**src/hw/rtl/block_assembly_window_macros.svh**
```systemverilog
// Assertion macros shared by the block assembly window design.
`ifndef BLOCK_ASSEMBLY_WINDOW_MACROS_SVH
`define BLOCK_ASSEMBLY_WINDOW_MACROS_SVH

// Same-cycle implication, checked at every rising edge outside reset.
`define BAW_ASSERT_IMP(lbl, ante, cons, msg) \
  lbl: assert property (@(posedge clk) disable iff (!rst_n) (ante) |-> (cons)) \
    else $error(msg);

// Next-cycle implication, checked at every rising edge outside reset.
`define BAW_ASSERT_NXT(lbl, ante, cons, msg) \
  lbl: assert property (@(posedge clk) disable iff (!rst_n) (ante) |=> (cons)) \
    else $error(msg);

`endif

```
**src/hw/rtl/blkaw_pkg.sv**
```systemverilog
// Types and constants shared by the block assembly window modules.
package blkaw_pkg;

  localparam int WINDOW_DEF       = 8;
  localparam int MAX_SUBBANDS_DEF = 512;

  typedef enum logic [1:0] {
    KIND_EMIT = 2'd0,
    KIND_DROP = 2'd1,
    KIND_EOS  = 2'd2,
    KIND_ERR  = 2'd3
  } kind_t;

  localparam logic [1:0] REG_NUM_SUBBANDS  = 2'd0;
  localparam logic [1:0] REG_NUM_BLOCKS    = 2'd1;
  localparam logic [1:0] REG_MAX_IN_FLIGHT = 2'd2;

  localparam logic OP_ADD   = 1'b0;
  localparam logic OP_FLUSH = 1'b1;

  typedef struct packed {
    logic [9:0]  num_subbands;
    logic [31:0] num_blocks;
    logic [3:0]  max_in_flight;
  } cfg_t;

  typedef struct packed {
    logic        flush;
    logic [31:0] blk;
    logic [8:0]  sb;
    logic        blk_oob;
    logic        sb_bad;
    logic        is_final;
    logic        drop;
    logic [6:0]  limit;
    logic [9:0]  ns;
  } item_t;

  typedef struct packed {
    logic [1:0]  kind;
    logic [31:0] blk;
    logic [9:0]  rc;
    logic [9:0]  lc;
  } res_t;

  typedef struct packed {
    logic       clearing;
    logic [6:0] open_cnt;
  } status_t;

  typedef enum logic [2:0] {
    ST_CLR,
    ST_IDLE,
    ST_LOOK,
    ST_RD,
    ST_MARK,
    ST_SCAN,
    ST_DECIDE,
    ST_FIN
  } back_state_t;

  typedef enum logic [1:0] {
    PUR_FLUSH,
    PUR_EVICT,
    PUR_DONE
  } purpose_t;

endpackage

```
**src/hw/rtl/blkaw_cfg.sv**
```systemverilog
// APB-style configuration registers of the block assembly window.
module blkaw_cfg import blkaw_pkg::*; (
  input  logic        clk,
  input  logic        rst_n,
  input  logic        psel,
  input  logic        penable,
  input  logic        pwrite,
  input  logic [3:0]  paddr,
  input  logic [31:0] pwdata,
  output logic [31:0] prdata,
  output logic        pready,
  output cfg_t        cfg
);

  cfg_t cfg_r;
  cfg_t cfg_nxt;
  logic wr_en;

  assign pready = 1'b1;
  assign wr_en  = psel && penable && pwrite;
  assign cfg    = cfg_r;

  always_comb begin
    cfg_nxt = cfg_r;
    if (wr_en) begin
      case (paddr[3:2])
        REG_NUM_SUBBANDS:  cfg_nxt.num_subbands  = pwdata[9:0];
        REG_NUM_BLOCKS:    cfg_nxt.num_blocks    = pwdata;
        REG_MAX_IN_FLIGHT: cfg_nxt.max_in_flight = pwdata[3:0];
        default:           cfg_nxt = cfg_r;
      endcase
    end
  end

  always_comb begin
    case (paddr[3:2])
      REG_NUM_SUBBANDS:  prdata = {22'd0, cfg_r.num_subbands};
      REG_NUM_BLOCKS:    prdata = cfg_r.num_blocks;
      REG_MAX_IN_FLIGHT: prdata = {28'd0, cfg_r.max_in_flight};
      default:           prdata = 32'd0;
    endcase
  end

  always_ff @(posedge clk) begin
    if (!rst_n) begin
      cfg_r.num_subbands  <= 10'd512;
      cfg_r.num_blocks    <= 32'd0;
      cfg_r.max_in_flight <= 4'd8;
    end else begin
      cfg_r <= cfg_nxt;
    end
  end

endmodule

```
**config.mk**
```make
export PLATFORM = sky130hd
export DESIGN_NAME = blkaw_cfg
export DESIGN_NICKNAME = d
export VERILOG_FILES = /design/src/hw/rtl/block_assembly_window_macros.svh /design/src/hw/rtl/blkaw_pkg.sv /design/src/hw/rtl/blkaw_cfg.sv
export SDC_FILE = /design/constraint.sdc
export NUM_CORES = 1
export LEC_CHECK = 0
export BUFFER_PORTS_ARGS = -buffer_cell sky130_fd_sc_hd__clkbuf_2
export CORE_ASPECT_RATIO = 1.5
export CORE_MARGIN = 2
export CORE_UTILIZATION = 30
export CTS_BUF_LIST = sky130_fd_sc_hd__clkbuf_4 sky130_fd_sc_hd__clkbuf_8 sky130_fd_sc_hd__clkbuf_16
export DETAILED_ROUTE_END_ITERATION = 10
export GPL_ROUTABILITY_DRIVEN = 0
export PLACE_DENSITY_LB_ADDON = 0.25
export SLEW_MARGIN = 20
export SYNTH_ARGS = -nofsm -noshare
export SYNTH_HDL_FRONTEND = slang
export SYNTH_SLANG_ARGS = --single-unit
```
**constraint.sdc**
```tcl
create_clock -name clk -period 1.5 [get_ports clk]
set_clock_uncertainty 0.2 [all_clocks]
set_input_delay 0.225 -clock clk [delete_from_list [all_inputs] [get_ports clk]]
set_output_delay 0.225 -clock clk [all_outputs]
set_load 0.02 [all_outputs]
```
==> metrics, run 1 <==
vias in the first global route 1952; syn nets 287; pin count of the biggest net entering global routing 79; mux share of post-synthesis cell area 25.3%; drt pass-1 iters 4; clock transition at the registers of the reported paths 0.09 ns; Post-synth EDFFs 0; maximum fanout along the worst path 22; Netlist cell types 20; share of layout cells above drive strength 1 37.8%; Max Cap Violations 0; P_leak 1.59 nW; Longest Clk Path Bufs 2; P per Cell Area 723 nW/um^2; DRT antenna net count 0; Adder-Cell Fraction of Synth Area 0%; Finish-stage setup viols 0; utilization after layout 47.1%; ant diodes 0; FP Rows 37; main combinational cell family by area after synthesis multiplexers; Final Hold Viols 0; clock sink count 46; Synth top cells by count 80 x nand2_1, 54 x mux2i_1, 46 x dfxtp_1; I/O Buffers 116; placed cell areas 2830 um^2; Peak VDD IR 0.000362 V; unrepaired setup endpoints after global routing yes; WL/cell 11.6 um; Synth Area in Compound Gates 1.99%; syn_area_per_cell 8.69 um^2; Hold Crit Class in -> reg; met1 wire length 2.30 mm; vias per inst 4.49; first-pass GRT wire length 8.62 mm; Mapped Cells 246; Design Power 2.35 mW; synth warn 0; Starting Density 31.0%; Final Net Count 432; crit path time final 1.48 ns; register area share after synthesis 43.1%; final period utilization 98.5%; Root Buffer clkbuf_8; Area growth syn-to-layout 52.0%; Fin Setup TNS 0 ns; worst path required time 1.07 ns; critical path capture point type output pin; Residual DRC 0; status finished, final reports clean; I/O pins 120; CP startpoint kind input pin; vias 2112; top-area cell type share of the netlist area 43.1%; CTS tree built; Fmax achieved 677 MHz; H-tree depth 2; post-synthesis register bit count 46; Top Metal Used met4; grt total ovfl 0; WL final 5.45 mm; asr flop ratio synth 0%; Post-Synth Simple-Gate Area 23.9%; initial antenna violation count 0; DRT iter0 DRCs 64; Synth Flop Type dfxtp_1; TritonCTS buffer count 5; xor/xnor share of the synthesized area 0%; DP HPWL 3.84 mm; die area 7830 um^2; Area contributors post-synth dfxtp_1 43%, mux2i_1 25%, nand2_1 14%, and2_1 7.0%, clkbuf_1 1.8%; post-route cell area 3250 um^2; Crit path arrival time 1.05 ns; fin. max-slew vios 0; later-pin clock latency in the skew report 0.29 ns; total track usage 13.7%; core area 6900 um^2; chip height 107 um; DR WL met2 2.83 mm; Die W 72.9 um; cell taking the most area after synthesis dfxtp_1; routed length on met3 285 um; Syn Std Cell Area 2140 um^2; most frequent cell after synthesis nand2_1; critical path class in -> out; max FFs per register 46
worst max-delay path, cell delays in order:
cell and delay, ns:
clkbuf_2 0.13, nor2b_2 0.21, buf_12 0.16, and2_1 0.14, clkbuf_2 0.17
cells by family after synthesis:
kind of cell	after synthesis
AO/OA/AOI/OAI	7
other	1
flip-flops	46
buffers and inverters	22
multiplexers	54
AND/OR/NAND/NOR	116
layer usage:
metal,vias to the layer above,GRT usage (%)
li1,1080,-
met1,958,16.2
met2,72,24.7
met3,2,2.43
met4,0,3.97
met5,-,0
cell type report:
| type | instances | area, um^2 |
|---|---|---|
| Fill cell | 676 | 3650 |
| Multi-Input combinational cell | 178 | 1100 |
| Timing Repair Buffer | 158 | 1020 |
| Sequential cell | 46 | 932 |
| Tap cell | 78 | 97.6 |
| Clock buffer | 6 | 82.6 |
| Clock inverter | 2 | 12.5 |
| Inverter | 2 | 7.51 |
cells in the final DEF (no fill, tap or decap):
cell           count
clkbuf_2         108
dfxtp_2            9
o21ai_1            4
and3_1             1
and2_1            23
o31ai_1            1
conb_1             1
nand2_1           80
clkbuf_8           6
and2_2             1
dlygate4sd3_1     29
or3_1              1
dfxtp_1           37
buf_12             3
nand3_1            2
buf_2              3
nor2_1             6
clkinvlp_4         1
inv_1              2
buf_4             15
mux2i_1           54
nor2b_2            1
o211ai_1           2
and2b_1            1
clkinv_2           1
final timing paths:
check             from         end  slack, ns  depth (start not counted)
max           paddr[2]  prdata[20]       0.02                          5
min          pwdata[2]     cfg[38]       0.01                          3
max reg2reg     cfg[3]      cfg[3]       0.65                          2
min reg2reg    cfg[18]     cfg[18]       0.27                          2
metrics by stage:
step           cells  hold slack [ns]  setup WS (ns)
5_1_grt          470          0.00765        -0.0252
3_5_place_dp     431            0.261       -0.00386
2_1_floorplan    246            0.167         0.0493
3_3_place_gp     431            0.253         0.0252
4_1_cts          468          0.00525         0.0133
6_report         470           0.0142         0.0219
what timing repair did:
action | in CTS | in global routing
hold endpoints to repair | 36 | 0
hold buffers | 29 | 0
pin swaps | 0 | 1
gates resized for setup | 3 | 20
buffers inserted | 0 | 2
endpoints found under the setup margin | 1 | 30
where the power goes:
part / internal [mW] / switching (mW)
logic: 0.161 / 0.158
clock network: 0.371 / 0.411
registers: 1.24 / 0.0118
total: 1.77 / 0.581
No activity file was read; power rests on OpenSTA's default activity.
==> inputs of run 2 (changes only) <==
--- a/config.mk
+++ b/config.mk
@@ -12,6 +12,7 @@
 export CTS_BUF_LIST = sky130_fd_sc_hd__clkbuf_4 sky130_fd_sc_hd__clkbuf_8 sky130_fd_sc_hd__clkbuf_16
 export DETAILED_ROUTE_END_ITERATION = 10
 export GPL_ROUTABILITY_DRIVEN = 0
+export GPL_TIMING_DRIVEN = 0
 export PLACE_DENSITY_LB_ADDON = 0.25
 export SLEW_MARGIN = 20
 export SYNTH_ARGS = -nofsm -noshare
==> run 2 against run 1 <==
Wire length increased by 14%. Global-route usage increased by 2.4 points. Sequential power about the same. Core utilization increased by 1.0 points. Die area unchanged. Worst setup slack improved by 0.021 ns. Combinational power increased by 5%. Fmax increased by 1.4%.
==> metrics, run 2 (same netlist as run 1, synthesis figures left out) <==
status finished, final reports clean; Root Buffer clkbuf_8; vias per inst 4.45; Area growth syn-to-layout 55.3%; Final Net Count 442; commonest cells after routing, fill and taps aside 97 x clkbuf_2, 80 x nand2_1, 54 x mux2i_1; maximum fanout along the worst path 10; worst path required time 1.07 ns; Die W 72.9 um; later-pin clock latency in the skew report 0.29 ns; DP HPWL 4.51 mm; Finish-stage setup viols 0; Hold Startpoint pwdata[1]; ant diodes 0; setup slack, reg-to-reg 0.63 ns; P_sw 0.597 mW; FF-to-FF End cfg[4]; Longest Clk Path Bufs 2; grt total ovfl 0; I/O pins 120; die area 7830 um^2; core area 6900 um^2; Worst path max stage delay 0.22 ns; critical path capture point type output pin; drt pass-1 iters 4; critical path startpoint paddr[2]; I/O Buffers 115; crit-path cells clkbuf_2 > nor2b_4 > buf_6 > and2_1 > clkbuf_2; Final Hold Viols 0; total track usage 16.1%; vias 2138; utilization after layout 48.1%; Peak VDD IR 0.000436 V; max FFs per register 46; unrepaired setup endpoints after global routing yes; CP most frequent cell clkbuf_2; Final Instance Count excl. Fillers 480; Hold Crit Class in -> reg; worst hold slack 0.0205 ns; CTS tree built; worst reg2reg path depth 3; most common cell after layout, fill and taps aside clkbuf_2; final period utilization 97.1%; vias in the first global route 2080; DRT antenna net count 0; critical path class in -> out; P_leak 1.63 nW; DRT iter0 DRCs 55; Starting Density 31.0%; Least-Margin Pin Slew 0.611 ns; first-pass GRT wire length 9.89 mm; H-tree depth 2; FP Rows 37; Hold Path Sink cfg[37]; hold path cells 3; Max Cap Violations 0; Fmax achieved 686 MHz; fin. max-slew vios 0; share of layout cells above drive strength 1 37.8%; P per Cell Area 763 nW/um^2; clock power share 37.5%; crit path time final 1.46 ns; Post-Place Cells 439; power share of the sequential group 49.3%; clock transition at the registers of the reported paths 0.09 ns; Sw Share 23.6%; chip height 107 um; worst rel slew slack 59.3%; TritonCTS buffer count 5; CP startpoint kind input pin; Crit path arrival time 1.03 ns; Comb pwr share 13.2%; pin count of the biggest net entering global routing 14; WL/cell 12.9 um; Residual DRC 0; clock sink count 46; Critical R2R Launch cfg[4]; slowest CP cell nor2b_4; WL final 6.21 mm; internal power 1.94 mW; initial antenna violation count 0
[run 2: cell type report]
| type | instances | area (um^2) |
|---|---|---|
| Inverter | 2 | 7.51 |
| Clock buffer | 7 | 83.8 |
| Fill cell | 693 | 3580 |
| Buffer | 20 | 134 |
| Sequential cell | 46 | 936 |
| Clock inverter | 1 | 30.0 |
| Multi-Input combinational cell | 178 | 1100 |
| Timing Repair Buffer | 148 | 928 |
| Tap cell | 78 | 97.6 |
[run 2: metal layers]
metal	part of all wire [%]	GRT usage, %	up-vias
met5	0	0	-
met4	1.2	4.76	0
met3	3.8	2.34	5
met2	51	29.1	74
met1	44	19.2	957
li1	-	-	1102
[run 2: how the worst max path moves through the flow]
stage / endpoint / slack (ns) / cells past startpoint
final: prdata[20] / 0.04 / 5
after global routing: prdata[21] / -0.01 / 5
after CTS: prdata[3] / -0.09 / 5
after detailed placement: prdata[10] / -0.31 / 5
after global placement: prdata[10] / -0.30 / 5
after floorplan: prdata[2] / 0.05 / 2
[run 2: stage by stage]
| step | cell area [um^2] | setup slack [ns] | total power, mW | TNS [ns] |
|---|---|---|---|---|
| after detailed placement | 2810 | -0.315 | 1.54 | -8.18 |
| after global placement | 2810 | -0.300 | 1.54 | -7.81 |
| final | 3320 | 0.0429 | 2.53 | 0 |
| after global routing | 3320 | -0.0116 | 2.64 | -0.0655 |
| after CTS | 3240 | -0.0950 | 2.57 | -2.07 |
| after floorplan | 2140 | 0.0493 | 1.42 | 0 |
[run 2: worst max-delay path: cells and delay by family]
kind          cells  cell delay [ns]
buf+inv           3             0.46
simple gates      2             0.35
[run 2: repair_timing]
action                     in CTS  in global routing
hold endpoints to repair       36                  0
hold buffers                   30                  0
pin swaps                       0                  1
gates resized for setup         8                 49
buffers inserted                0                  3
setup endpoints to repair      30                 30
[run 2: power by group through the flow]
stage	Combinational, mW	Clock [mW]	Sequential [mW]
after CTS	0.329	0.988	1.25
after global placement	0.263	0	1.28
after floorplan	0.127	0	1.30
after global routing	0.368	1.03	1.25
after detailed placement	0.264	0	1.28
final	0.335	0.949	1.25
==> inputs of run 3 (changes only) <==
--- a/config.mk
+++ b/config.mk
@@ -8,7 +8,7 @@
 export BUFFER_PORTS_ARGS = -buffer_cell sky130_fd_sc_hd__clkbuf_2
 export CORE_ASPECT_RATIO = 1.5
 export CORE_MARGIN = 2
-export CORE_UTILIZATION = 30
+export CORE_UTILIZATION = 35
 export CTS_BUF_LIST = sky130_fd_sc_hd__clkbuf_4 sky130_fd_sc_hd__clkbuf_8 sky130_fd_sc_hd__clkbuf_16
 export DETAILED_ROUTE_END_ITERATION = 10
 export GPL_ROUTABILITY_DRIVEN = 0
==> run 3 against run 2 <==
Combinational power up 7.2%. Sequential power about the same. Count of clock-buffer cells in the layout unchanged. Final area up 2.8%. Sequential share of layout area down 0.61 points. Worst setup slack worse by 0.038 ns. Hold slack worse by 0.0085 ns. Non-clock buffer count unchanged. Total power down 4.5%.
==> metrics, run 3 (same netlist as run 1, synthesis figures left out) <==
later-pin clock latency in the skew report 0.29 ns; Final Instance Count excl. Fillers 474; most common cell after layout, fill and taps aside clkbuf_2; FP Rows 34; crit path time final 1.50 ns; Post-Place Cells 433; clock power share 33.5%; commonest cells after routing, fill and taps aside 92 x clkbuf_2, 80 x nand2_1, 54 x mux2i_1; CP startpoint kind input pin; vias 2187; share of layout cells above drive strength 1 40.3%; chip height 99.7 um; die area 6760 um^2; clock sink count 46; Sw Share 25.3%; drt pass-1 iters 4; Die W 67.8 um; status finished, final reports clean; Least-Margin Pin Slew 0.530 ns; Longest Clk Path Bufs 2; WL final 6.47 mm; DRT antenna net count 0; Final Hold Viols 0; internal power 1.81 mW; Root Buffer clkbuf_8; DRT iter0 DRCs 26; fill cell count 561; P_leak 1.66 nW; ant diodes 0; grt total ovfl 0; first-pass GRT wire length 9.60 mm; total track usage 18.6%; I/O Buffers 115; power share of the sequential group 51.6%; Comb pwr share 14.9%; P_sw 0.611 mW; core area 5870 um^2; Crit path arrival time 1.07 ns; Peak VDD IR 0.000507 V; Max Cap Violations 0; maximum fanout along the worst path 7; Fmax achieved 669 MHz; vias in the first global route 2078; pin count of the biggest net entering global routing 14; Finish-stage setup viols 0; worst path required time 1.07 ns; Area growth syn-to-layout 59.6%; TritonCTS buffer count 5; Hold Crit Class in -> reg; clock transition at the registers of the reported paths 0.09 ns; I/O pins 120; DP HPWL 4.41 mm; final period utilization 99.7%; max FFs per register 46; H-tree depth 2; Seq. cell area 941 um^2; initial antenna violation count 0; WL/cell 13.6 um; Final Net Count 442; fin. max-slew vios 0; Starting Density 36.4%; P per Cell Area 709 nW/um^2; critical path capture point type output pin; setup slack, reg-to-reg 0.65 ns; Multi-input gate area 1120 um^2; Residual DRC 0; vias per inst 4.61; worst hold slack 0.0120 ns; worst rel slew slack 64.6%; CTS tree built; unrepaired setup endpoints after global routing yes; critical path class in -> out
-- run 3: repair_timing --
action / in CTS / in global routing
hold buffers: 29 / 0
buffers inserted: 0 / 2
cloned: 0 / 2
resized for setup: 18 / 65
pin swaps: 0 / 1
hold endpoints to repair: 37 / 0
setup endpoints to repair: 30 / 29
-- run 3: final timing paths --
path,startpoint,to,cells after the start
max,paddr[2],prdata[12],6
max reg2reg,cfg[16],cfg[16],2
min,pwdata[2],cfg[6],3
min reg2reg,cfg[6],cfg[6],2
-- run 3: critical path, cell delays in order --
cell       delay [ns]
buf_4            0.13
nor2b_4          0.13
buf_12           0.14
clkbuf_16        0.15
and2_1           0.17
buf_6            0.13
-- run 3: cell type report --
cell class              count  area share [%]
plain buffers              20            4.14
clock buffers               7            2.64
clock inverters             1           0.147
inverters                   2           0.220
multi-input cells         178            32.7
flip-flops and latches     46            27.6
well taps                  72            2.64
repair buffers            148            29.9
-- run 3: through the flow --
step                utilization, %  cell area, um^2  setup slack (ns)  TNS (ns)  power, mW
finish                        58.1             3410           0.00461         0       2.42
global route                  58.1             3410           -0.0113   -0.0401       2.52
CTS                           55.1             3230          0.000193         0       2.42
detailed placement            47.8             2800            -0.316     -7.98       1.54
global placement              47.8             2800            -0.281     -6.41       1.54
floorplan                        -             2140            0.0493         0       1.42
-- run 3: per-layer routing --
| metal | global-route usage, % | share of wire, % | up-vias |
|---|---|---|---|
| met4 | 4.77 | 0.79 | 0 |
| li1 | - | - | 1100 |
| met5 | 0 | 0 | - |
| met3 | 4.41 | 6.2 | 4 |
| met1 | 20.6 | 38 | 1005 |
| met2 | 34.3 | 55 | 78 |
-- run 3: power by group through the flow --
| stage | logic (mW) | registers, mW | clock network, mW |
|---|---|---|---|
| floorplan | 0.127 | 1.30 | 0 |
| global placement | 0.260 | 1.28 | 0 |
| detailed placement | 0.262 | 1.28 | 0 |
| CTS | 0.331 | 1.25 | 0.841 |
| global route | 0.389 | 1.25 | 0.880 |
| finish | 0.359 | 1.25 | 0.811 |
