## src/hw/rtl/block_assembly_window_macros.svh

```systemverilog
// Assertion macros shared by the block assembly window design.
`ifndef BLOCK_ASSEMBLY_WINDOW_MACROS_SVH
`define BLOCK_ASSEMBLY_WINDOW_MACROS_SVH

// Same-cycle implication, checked at every rising edge outside reset.
`define BAW_ASSERT_IMP(lbl, ante, cons, msg) \
  lbl: assert property (@(posedge clk) disable iff (!rst_n) (ante) |-> (cons)) \
    else $error(msg);

// Next-cycle implication, checked at every rising edge outside reset.
`define BAW_ASSERT_NXT(lbl, ante, cons, msg) \
  lbl: assert property (@(posedge clk) disable iff (!rst_n) (ante) |=> (cons)) \
    else $error(msg);

`endif

```

## src/hw/rtl/blkaw_pkg.sv

```systemverilog
// Types and constants shared by the block assembly window modules.
package blkaw_pkg;

  localparam int WINDOW_DEF       = 8;
  localparam int MAX_SUBBANDS_DEF = 512;

  typedef enum logic [1:0] {
    KIND_EMIT = 2'd0,
    KIND_DROP = 2'd1,
    KIND_EOS  = 2'd2,
    KIND_ERR  = 2'd3
  } kind_t;

  localparam logic [1:0] REG_NUM_SUBBANDS  = 2'd0;
  localparam logic [1:0] REG_NUM_BLOCKS    = 2'd1;
  localparam logic [1:0] REG_MAX_IN_FLIGHT = 2'd2;

  localparam logic OP_ADD   = 1'b0;
  localparam logic OP_FLUSH = 1'b1;

  typedef struct packed {
    logic [9:0]  num_subbands;
    logic [31:0] num_blocks;
    logic [3:0]  max_in_flight;
  } cfg_t;

  typedef struct packed {
    logic        flush;
    logic [31:0] blk;
    logic [8:0]  sb;
    logic        blk_oob;
    logic        sb_bad;
    logic        is_final;
    logic        drop;
    logic [6:0]  limit;
    logic [9:0]  ns;
  } item_t;

  typedef struct packed {
    logic [1:0]  kind;
    logic [31:0] blk;
    logic [9:0]  rc;
    logic [9:0]  lc;
  } res_t;

  typedef struct packed {
    logic       clearing;
    logic [6:0] open_cnt;
  } status_t;

  typedef enum logic [2:0] {
    ST_CLR,
    ST_IDLE,
    ST_LOOK,
    ST_RD,
    ST_MARK,
    ST_SCAN,
    ST_DECIDE,
    ST_FIN
  } back_state_t;

  typedef enum logic [1:0] {
    PUR_FLUSH,
    PUR_EVICT,
    PUR_DONE
  } purpose_t;

endpackage

```

## src/hw/rtl/blkaw_if.sv

```systemverilog
// Valid/ready channel interfaces for input items and result items.
interface blkaw_in_if;
  logic        valid;
  logic        ready;
  logic        opcode;
  logic [31:0] block_index;
  logic [8:0]  subband_index;
  modport source (output valid, opcode, block_index, subband_index, input ready);
  modport sink (input valid, opcode, block_index, subband_index, output ready);
endinterface


```

## src/hw/rtl/blkaw_front.sv

```systemverilog
// Front end: accepts input beats, classifies them and queues them for the engine.
module blkaw_front import blkaw_pkg::*; #(
  parameter int WINDOW       = WINDOW_DEF,
  parameter int MAX_SUBBANDS = MAX_SUBBANDS_DEF
) (
  input  logic       clk,
  input  logic       rst_n,
  blkaw_in_if.sink   in_ch,
  input  cfg_t       cfg,
  input  logic       hold,
  output logic       q_valid,
  output item_t      q_item,
  input  logic       q_pop
);

  item_t      q_mem_r [2];
  logic       wp_r, wp_nxt;
  logic       rp_r, rp_nxt;
  logic [1:0] cnt_r, cnt_nxt;
  logic       push;
  logic [9:0] ns;
  logic [6:0] lim;
  item_t      cls;

  assign in_ch.ready = (cnt_r != 2'd2) && !hold;
  assign push        = in_ch.valid && in_ch.ready;
  assign q_valid     = cnt_r != 2'd0;
  assign q_item      = q_mem_r[rp_r];

  always_comb begin
    if (int'(cfg.num_subbands) > MAX_SUBBANDS) begin
      ns = 10'(MAX_SUBBANDS);
    end else begin
      ns = cfg.num_subbands;
    end
    if (cfg.max_in_flight != 4'd0 && int'(cfg.max_in_flight) < WINDOW) begin
      lim = {3'd0, cfg.max_in_flight};
    end else begin
      lim = 7'(WINDOW);
    end
    cls.flush    = in_ch.opcode == OP_FLUSH;
    cls.blk      = in_ch.block_index;
    cls.sb       = in_ch.subband_index;
    cls.blk_oob  = (cfg.num_blocks != 32'd0) && (in_ch.block_index >= cfg.num_blocks);
    cls.sb_bad   = {1'b0, in_ch.subband_index} >= ns;
    cls.is_final = (cfg.num_blocks != 32'd0) &&
                   (in_ch.block_index == cfg.num_blocks - 32'd1);
    cls.drop     = cfg.max_in_flight != 4'd0;
    cls.limit    = lim;
    cls.ns       = ns;
  end

  always_comb begin
    wp_nxt  = push ? !wp_r : wp_r;
    rp_nxt  = q_pop ? !rp_r : rp_r;
    cnt_nxt = cnt_r + {1'b0, push} - {1'b0, q_pop};
  end

  always_ff @(posedge clk) begin
    if (!rst_n) begin
      wp_r  <= 1'b0;
      rp_r  <= 1'b0;
      cnt_r <= 2'd0;
    end else begin
      wp_r  <= wp_nxt;
      rp_r  <= rp_nxt;
      cnt_r <= cnt_nxt;
    end
  end

  always_ff @(posedge clk) begin
    if (push) begin
      q_mem_r[wp_r] <= cls;
    end
  end

endmodule

```

## src/flat_wrapper.sv

```systemverilog
// flat-port wrapper written by rule: the top's interface ports become plain ports
module blkaw_front_flat import blkaw_pkg::*;
#(
  parameter int WINDOW       = WINDOW_DEF,
  parameter int MAX_SUBBANDS = MAX_SUBBANDS_DEF
)
  (clk, rst_n, cfg, hold, q_valid, q_item, q_pop, in_ch_valid, in_ch_opcode, in_ch_block_index, in_ch_subband_index, in_ch_ready);
  blkaw_in_if in_ch_i ();
  input  logic clk;
  input  logic rst_n;
  input  cfg_t cfg;
  input  logic hold;
  output logic q_valid;
  output item_t q_item;
  input  logic q_pop;
  input wire logic [$bits(in_ch_i.valid)-1:0] in_ch_valid;
  input wire logic [$bits(in_ch_i.opcode)-1:0] in_ch_opcode;
  input wire logic [$bits(in_ch_i.block_index)-1:0] in_ch_block_index;
  input wire logic [$bits(in_ch_i.subband_index)-1:0] in_ch_subband_index;
  output wire logic [$bits(in_ch_i.ready)-1:0] in_ch_ready;
  assign in_ch_i.valid = in_ch_valid;
  assign in_ch_i.opcode = in_ch_opcode;
  assign in_ch_i.block_index = in_ch_block_index;
  assign in_ch_i.subband_index = in_ch_subband_index;
  assign in_ch_ready = in_ch_i.ready;
  blkaw_front #(.WINDOW(WINDOW), .MAX_SUBBANDS(MAX_SUBBANDS)) u_core (.clk(clk), .rst_n(rst_n), .in_ch(in_ch_i), .cfg(cfg), .hold(hold), .q_valid(q_valid), .q_item(q_item), .q_pop(q_pop));
endmodule
```

## config.mk

```make
export PLATFORM = sky130hd
export DESIGN_NAME = blkaw_front_flat
export DESIGN_NICKNAME = d
export VERILOG_FILES = /design/src/hw/rtl/block_assembly_window_macros.svh /design/src/hw/rtl/blkaw_pkg.sv /design/src/hw/rtl/blkaw_if.sv /design/src/hw/rtl/blkaw_front.sv /design/src/flat_wrapper.sv
export SDC_FILE = /design/constraint.sdc
export NUM_CORES = 1
export LEC_CHECK = 0
export BUFFER_PORTS_ARGS = -buffer_cell sky130_fd_sc_hd__buf_2
export CORE_AREA = 3 3 99 148
export DETAILED_ROUTE_END_ITERATION = 8
export DIE_AREA = 0 0 102 151
export MAX_ROUTING_LAYER = met4
export PLACE_DENSITY = 0.72
export SYNTH_ARGS = -nofsm -noshare
export SYNTH_HDL_FRONTEND = slang
export SYNTH_SLANG_ARGS = --single-unit
```

## constraint.sdc

```tcl
create_clock -name clk -period 4.8 [get_ports clk]
set_input_delay 0.72 -clock clk [delete_from_list [all_inputs] [get_ports clk]]
set_output_delay 0.72 -clock clk [all_outputs]
set_load 0.1 [all_outputs]
```

==> flow_summary_export.csv, run 1 <==
group,metric,value,unit
run_status,status,"complete, no violations",
sta,finalCritPeriodShare,0.646,
die,die-width,102,um
clocking,cts_tree,"done",
synthesis,synth_top_area_share,0.526,
synthesis,ys.warnings.count,0,
sta,clock_skew,0.0124,ns
die,num_rows,52,
critical_path,cp_max_fo,37,
clocking,post_cts_resized,0,
clocking,cts_root_buffer,"clkbuf_16",
routing,avgRoutedWirePerCell,18.5,um
global_routing,use_met3,0.0488,
synthesis,ys_seq_elements,125,
placement,portBuffers,154,
power,cellPowerDensity,405,nW/um^2
global_routing,grt_pass1_vias,5034,
clocking,post_cts_buffers,0,
critical_path,worst-setup-path-type,"reg -> out",
synthesis,syn-cell-area,6850,sq um
layout,seqCellArea,3700,sq um
die,dieArea,15400,sq um
critical_path,critPathLaunchType,"flip-flop",
die,core_area,13500,sq um
sta,max_freq,323,MHz
die,io_pins,158,
layout,multi_input_area,2930,sq um
layout,fillers,1105,
global_routing,globalRouteMet2Util,0.382,
clocking,cts_hold_buf,0,
sta,slew_headroom,0.396,
global_routing,grt.overflow.total,0,
synthesis,syn_avg_cell_area,12.8,sq um
synthesis,netlist_instances,534,
sta,fin_crit,3.10,ns
synthesis,ys_top_cells_by_area,"edfxtp_1 53%, mux2_2 9.9%, ha_1 8.2%",
sta,hold_viol,0,
power,vdd_ir_drop_max,0.000219,V
die,start_util,0.506,
clocking,clock_path_buffers,2,
power,power.total,3400,uW
clocking,htree_levels,4,
sta,drv_slew,0,
layout,syn_to_final_growth,22.4,%
synthesis,yosys.area.top_type,"edfxtp_1",
sta,rsz0062_at_grt,"no",
clocking,cts.clk_slew.worst_paths,0.06,ns
synthesis,synth_commonest_cells,"120 x edfxtp_1, 60 x mux2_2, 46 x inv_1, 45 x ha_1, 21 x xnor2_1",
layout,drive_gt1_frac,0.370,
routing,vias_per_cell,5.61,
global_routing,busiest_layer,"met2",
synthesis,synth.most_common_cell,"edfxtp_1",
sta,setup_viol,0,
die,die_h,151,um
routing,dr_total_vias,4917,
clocking,clk_latency,0.41,ns
flow_run,drv_cap,0,
routing,ant_nets,0,
placement,dp_hpwl,12.4,mm
global_routing,grt_max_degree,38,
global_routing,grt_usage,0.220,
routing,drt-pass1-iter-count,5,
layout,fin_nets,838,
critical_path,worstPathRequired,4.08,ns
synthesis,synth_ff_type,"edfxtp_1",
routing,remaining_drc_errors,0,
synthesis,synth-edff-count,120,
sta,worst_pin_slew,0.898,ns
global_routing,grt_pass1_wl,25.1,mm
routing,wl,16.2,mm
global_routing,use_met1,0.243,
clocking,clkSinkCount,125,
placement,gp_congestion,0.959,
power,p_leak,0.00340,uW
routing,drt_iter0_drc,231,
synthesis,ys_seq_area_frac,0.541,
synthesis,synth-async-reset-ratio,0,
clocking,cts_buffers,17,
global_routing,antenna_found_initial,1,
sta,finalSetupTns,0,ns
critical_path,critPathCaptureType,"output pin",
critical_path,crit_arrival,2.38,ns
worst_hold_path,hold_path.class,"in -> reg",
synthesis,ys_types,58,
[area by class of cell]
class / instances / share of cell area
multi-input cells: 352 / 0.349
well taps: 162 / 0.0242
inverters: 46 / 0.0206
clock inverters: 15 / 0.0166
clock buffers: 17 / 0.0508
flip-flops and latches: 125 / 0.442
repair buffers: 158 / 0.0956
diodes: 2 / 0.000597
[worst max-delay path, cell delays in order, from the launching register on]
cell,delay [ns]
dfxtp_2,0.68
buf_4,0.55
mux2_2,0.41
buf_2,0.29
[worst paths after layout]
check / endpoint / cells past startpoint / slack, ns / start
min: u_core.q_mem_r[0][59]$_DFFE_PP_ / 1 / 0.50 / in_ch_opcode
min reg2reg: flip-flop / 2 / 0.57 / u_core.rp_r$_SDFFE_PN0P_
max: q_item[8] / 3 / 1.70 / flip-flop
max reg2reg: u_core.q_mem_r[1][6]$_DFFE_PP_ / 4 / 2.56 / u_core.cnt_r[0]$_SDFF_PN0_
[cell families (layout without fill, tap and decap cells)]
| family | after synthesis | after routing | synth area share |
|---|---|---|---|
| AND/OR/NAND/NOR | 127 | 127 | 0.114 |
| multiplexers | 62 | 62 | 0.102 |
| XOR/XNOR | 39 | 39 | 0.0499 |
| other | 1 | 5 | 0.000548 |
| buffers and inverters | 59 | 236 | 0.0340 |
| adder cells (fa/ha/maj) | 45 | 45 | 0.0822 |
| AO/OA/AOI/OAI | 76 | 76 | 0.0764 |
| flip-flops | 125 | 125 | 0.541 |
[routing by layer]
layer  vias up  part of all wire
li1       2366                 -
met1      2343              0.39
met2       181              0.53
met3        27             0.052
met4         0             0.026
met5         -                 0
[cells in the final DEF, fill, tap and decap left out, types with 5 or more instances in the layout]
| master | Yosys | final |
|---|---|---|
| ha_1 | 45 | 45 |
| a21oi_1 | 13 | 13 |
| clkbuf_16 | 0 | 17 |
| and3_1 | 6 | 5 |
| nor2b_1 | 7 | 7 |
| nor3_1 | 5 | 5 |
| nand4_1 | 14 | 14 |
| inv_1 | 46 | 46 |
| nor2_1 | 20 | 19 |
| nand3_1 | 9 | 9 |
| xnor2_1 | 21 | 21 |
| a21o_1 | 6 | 6 |
| edfxtp_1 | 120 | 120 |
| nand2_1 | 13 | 13 |
| inv_8 | 0 | 5 |
| inv_6 | 0 | 6 |
| a211oi_1 | 6 | 6 |
| and2_1 | 7 | 7 |
| xor2_1 | 18 | 18 |
| buf_2 | 0 | 154 |
| o21ai_0 | 16 | 16 |
| mux2_2 | 60 | 60 |
| nor4_1 | 13 | 13 |
| nand2b_1 | 10 | 10 |
[through the flow]
step	cells	util	worst slack [ns]	hold WS (ns)	cell area, sq um
after floorplan	536	-	0.201	0.555	6860
after global placement	843	0.577	1.51	0.561	7810
after detailed placement	843	0.577	1.41	0.565	7810
after CTS	875	0.619	1.62	0.478	8370
after global routing	877	0.619	1.50	0.474	8380
final	877	0.619	1.70	0.498	8380
[power by group]
part           internal (uW)  leakage, uW  total (uW)  switching (uW)
sequential              1270      0.00114        1290            21.7
clock                    686     0.000268        1220             537
combinational            210      0.00199         885             676
[sequential cells by signal, summed over array words and instances, names as in the netlist, named ones only]
name            flops
u_core.q_mem_r    120
u_core.cnt_r        2
u_core.rp_r         1
u_core.wp_r         1
No activity file was read; power rests on OpenSTA's default activity.
==> run 2: changes to the inputs <==
--- a/config.mk
+++ b/config.mk
@@ -6,9 +6,9 @@
 export NUM_CORES = 1
 export LEC_CHECK = 0
 export BUFFER_PORTS_ARGS = -buffer_cell sky130_fd_sc_hd__buf_2
-export CORE_AREA = 3 3 99 148
+export CORE_AREA = 3 3 101 151
 export DETAILED_ROUTE_END_ITERATION = 8
-export DIE_AREA = 0 0 102 151
+export DIE_AREA = 0 0 104 154
 export MAX_ROUTING_LAYER = met4
 export PLACE_DENSITY = 0.72
 export SYNTH_ARGS = -nofsm -noshare
==> constraint.sdc (replaced) <==
create_clock -name clk -period 2.6 [get_ports clk]
set_input_delay 0.39 -clock clk [delete_from_list [all_inputs] [get_ports clk]]
set_output_delay 0.39 -clock clk [all_outputs]
set_load 0.1 [all_outputs]
==> run 2 against run 1 <==
  * Register-to-register slack worse by 1.7 ns
  * Sequential power grew 84%
  * Sequential cell count stayed put
  * Hold slack got worse by 0.33 ns
  * Cell count up 7.6%
  * Routed wire length rose by 9.3%
  * Worst setup slack lost 1.5 ns
  * First-iteration DRC count decreased by 13%
  * Clock power increased by 110%
  * Clock-buffer cell count stayed put
  * Global-route usage grew 0.66 points
  * Utilization up 0.78 points
  * Critical path type is now in -> reg
  * Largest power group is now clock
  * Highest routed layer unchanged
==> flow_summary_export.csv, run 2 (same netlist as run 1, synthesis figures left out) <==
group,metric,value,unit
layout,final_common_cell,"buf_2",
layout,drive_gt1_frac,0.407,
critical_path,worst-setup-path-type,"in -> reg",
power,pwr-share-comb,0.257,
layout,fin_nets,876,
worst_hold_path,hold_path.class,"in -> reg",
critical_path,critPathCaptureType,"flip-flop",
global_routing,grt_pass1_wl,27.6,mm
routing,dr_total_vias,5106,
clocking,htree_levels,4,
layout,layout_common_cells,"154 x buf_2, 120 x edfxtp_1, 60 x mux2_2",
power,p_leak,0.00364,uW
die,dieArea,16000,sq um
sta,max_freq,410,MHz
layout,top_register,"u_core.q_mem_r",
global_routing,grt_usage,0.227,
die,die-width,104,um
global_routing,grt_max_degree,45,
clocking,clk_latency,0.41,ns
critical_path,r2r_setup_slack,0.89,ns
clocking,cts_tree,"done",
sta,hold_viol,0,
sta,setup_viol,0,
sta,rsz0062_at_grt,"no",
sta,finalSetupTns,0,ns
critical_path,cp_max_fo,2,
clocking,clock_path_buffers,2,
power,switching_share,0.348,
power,vdd_ir_drop_max,0.000417,V
routing,remaining_drc_errors,0,
clocking,cts.clk_slew.worst_paths,0.06,ns
clocking,post_cts_buffers,0,
sta,finalCritPeriodShare,0.937,
die,die_h,154,um
layout,fin_util,0.627,
die,num_rows,53,
run_status,status,"complete, no violations",
placement,portBuffers,154,
layout,syn_to_final_growth,28.7,%
die,start_util,0.487,
power,p_sw,2300,uW
global_routing,antenna_found_initial,1,
power,cellPowerDensity,750,nW/um^2
power,seq_power_share,0.360,
routing,avgRoutedWirePerCell,18.8,um
sta,whs,0.169,ns
routing,ant_nets,0,
clocking,clkSinkCount,125,
routing,drt-pass1-iter-count,5,
layout,reg_top3,"u_core.q_mem_r x120, u_core.cnt_r x2",
sta,slew_headroom,0.595,
layout,largest_register_ffs,120,
clocking,cts_hold_buf,0,
routing,vias_per_cell,5.41,
critical_path,worstPathRequired,2.73,ns
flow_run,drv_cap,0,
placement,dp_hpwl,13.2,mm
sta,drv_slew,0,
power,p_clk_frac,0.383,
critical_path,crit_arrival,2.56,ns
sta,worst_pin_slew,0.608,ns
power,internal-power,4310,uW
routing,drt_iter0_drc,201,
clocking,cts_buffers,17,
die,core_area,14100,sq um
critical_path,critPathLaunchType,"primary input",
clocking,cts_root_buffer,"clkbuf_16",
sta,fin_crit,2.44,ns
die,io_pins,158,
global_routing,grt_pass1_vias,5417,
placement,gp_congestion,0.884,
global_routing,grt.overflow.total,0,
sta,clock_skew,0.00848,ns
routing,wl,17.7,mm
==> run 2: worst paths after layout <==
check             cells past startpoint                        from                               to
setup / recovery                     12                     cfg[37]  u_core.q_mem_r[1][16]$_DFFE_PP_
hold / removal                        1                in_ch_opcode  u_core.q_mem_r[0][59]$_DFFE_PP_
setup reg to reg                      4  u_core.cnt_r[0]$_SDFF_PN0_  u_core.q_mem_r[1][17]$_DFFE_PP_
hold reg to reg                       2    u_core.rp_r$_SDFFE_PN0P_                        flip-flop
==> run 2: layout make-up <==
cell class / instances / area (sq um)
timing repair buffer: 196 / 1110
clock inverter: 15 / 198
inverter: 46 / 173
clock buffer: 17 / 425
antenna: 1 / 2.50
multi-input combinational: 352 / 2960
sequential: 125 / 3700
fill: 1131 / 5250
tap: 192 / 240
==> run 2: routing by layer <==
| metal | GRT usage | vias to the layer above | share of wire | routed length (um) |
|---|---|---|---|---|
| met5 | - | - | 0 | 0 |
| met4 | 0.106 | 0 | 0.032 | 569 |
| met3 | 0.0437 | 38 | 0.048 | 849 |
| met2 | 0.418 | 181 | 0.54 | 9610 |
| met1 | 0.230 | 2447 | 0.38 | 6680 |
| li1 | - | 2440 | - | - |
==> run 2: through the flow <==
step                power, uW  setup slack [ns]  area (sq um)  std cells
finish                   6610             0.163          8810        944
global route             6830            0.0253          8810        944
CTS                      6660            0.0866          8790        943
detailed placement       4120            -0.272          8170        911
global placement         4080            -0.212          8170        911
floorplan                3720            0.0280          6870        536
==> run 2: what timing repair did <==
item | CTS | global route
endpoints found under the setup margin | 0 | 4
endpoints found under the hold margin | 0 | 0
gates resized for setup | 0 | 3
==> run 2: power groups by stage <==
| stage | clock [uW] | combinational (uW) | sequential [uW] |
|---|---|---|---|
| 4_1_cts | 2570 | 1710 | 2380 |
| 6_report | 2530 | 1690 | 2380 |
| 2_1_floorplan | 0 | 1320 | 2400 |
| 3_5_place_dp | 0 | 1690 | 2420 |
| 3_3_place_gp | 0 | 1670 | 2410 |
| 5_1_grt | 2660 | 1790 | 2390 |
==> run 2: worst max-delay path: stages <==
cell and delay, ns:
buf_2 0.11, nor4_1 0.25, nand2_1 0.09, o41ai_2 0.27
nand2_1 0.14, ha_1 0.29, a21o_1 0.15, a21o_1 0.17
a211oi_1 0.26, o21ai_0 0.16, o211ai_1 0.14, a211oi_1 0.14
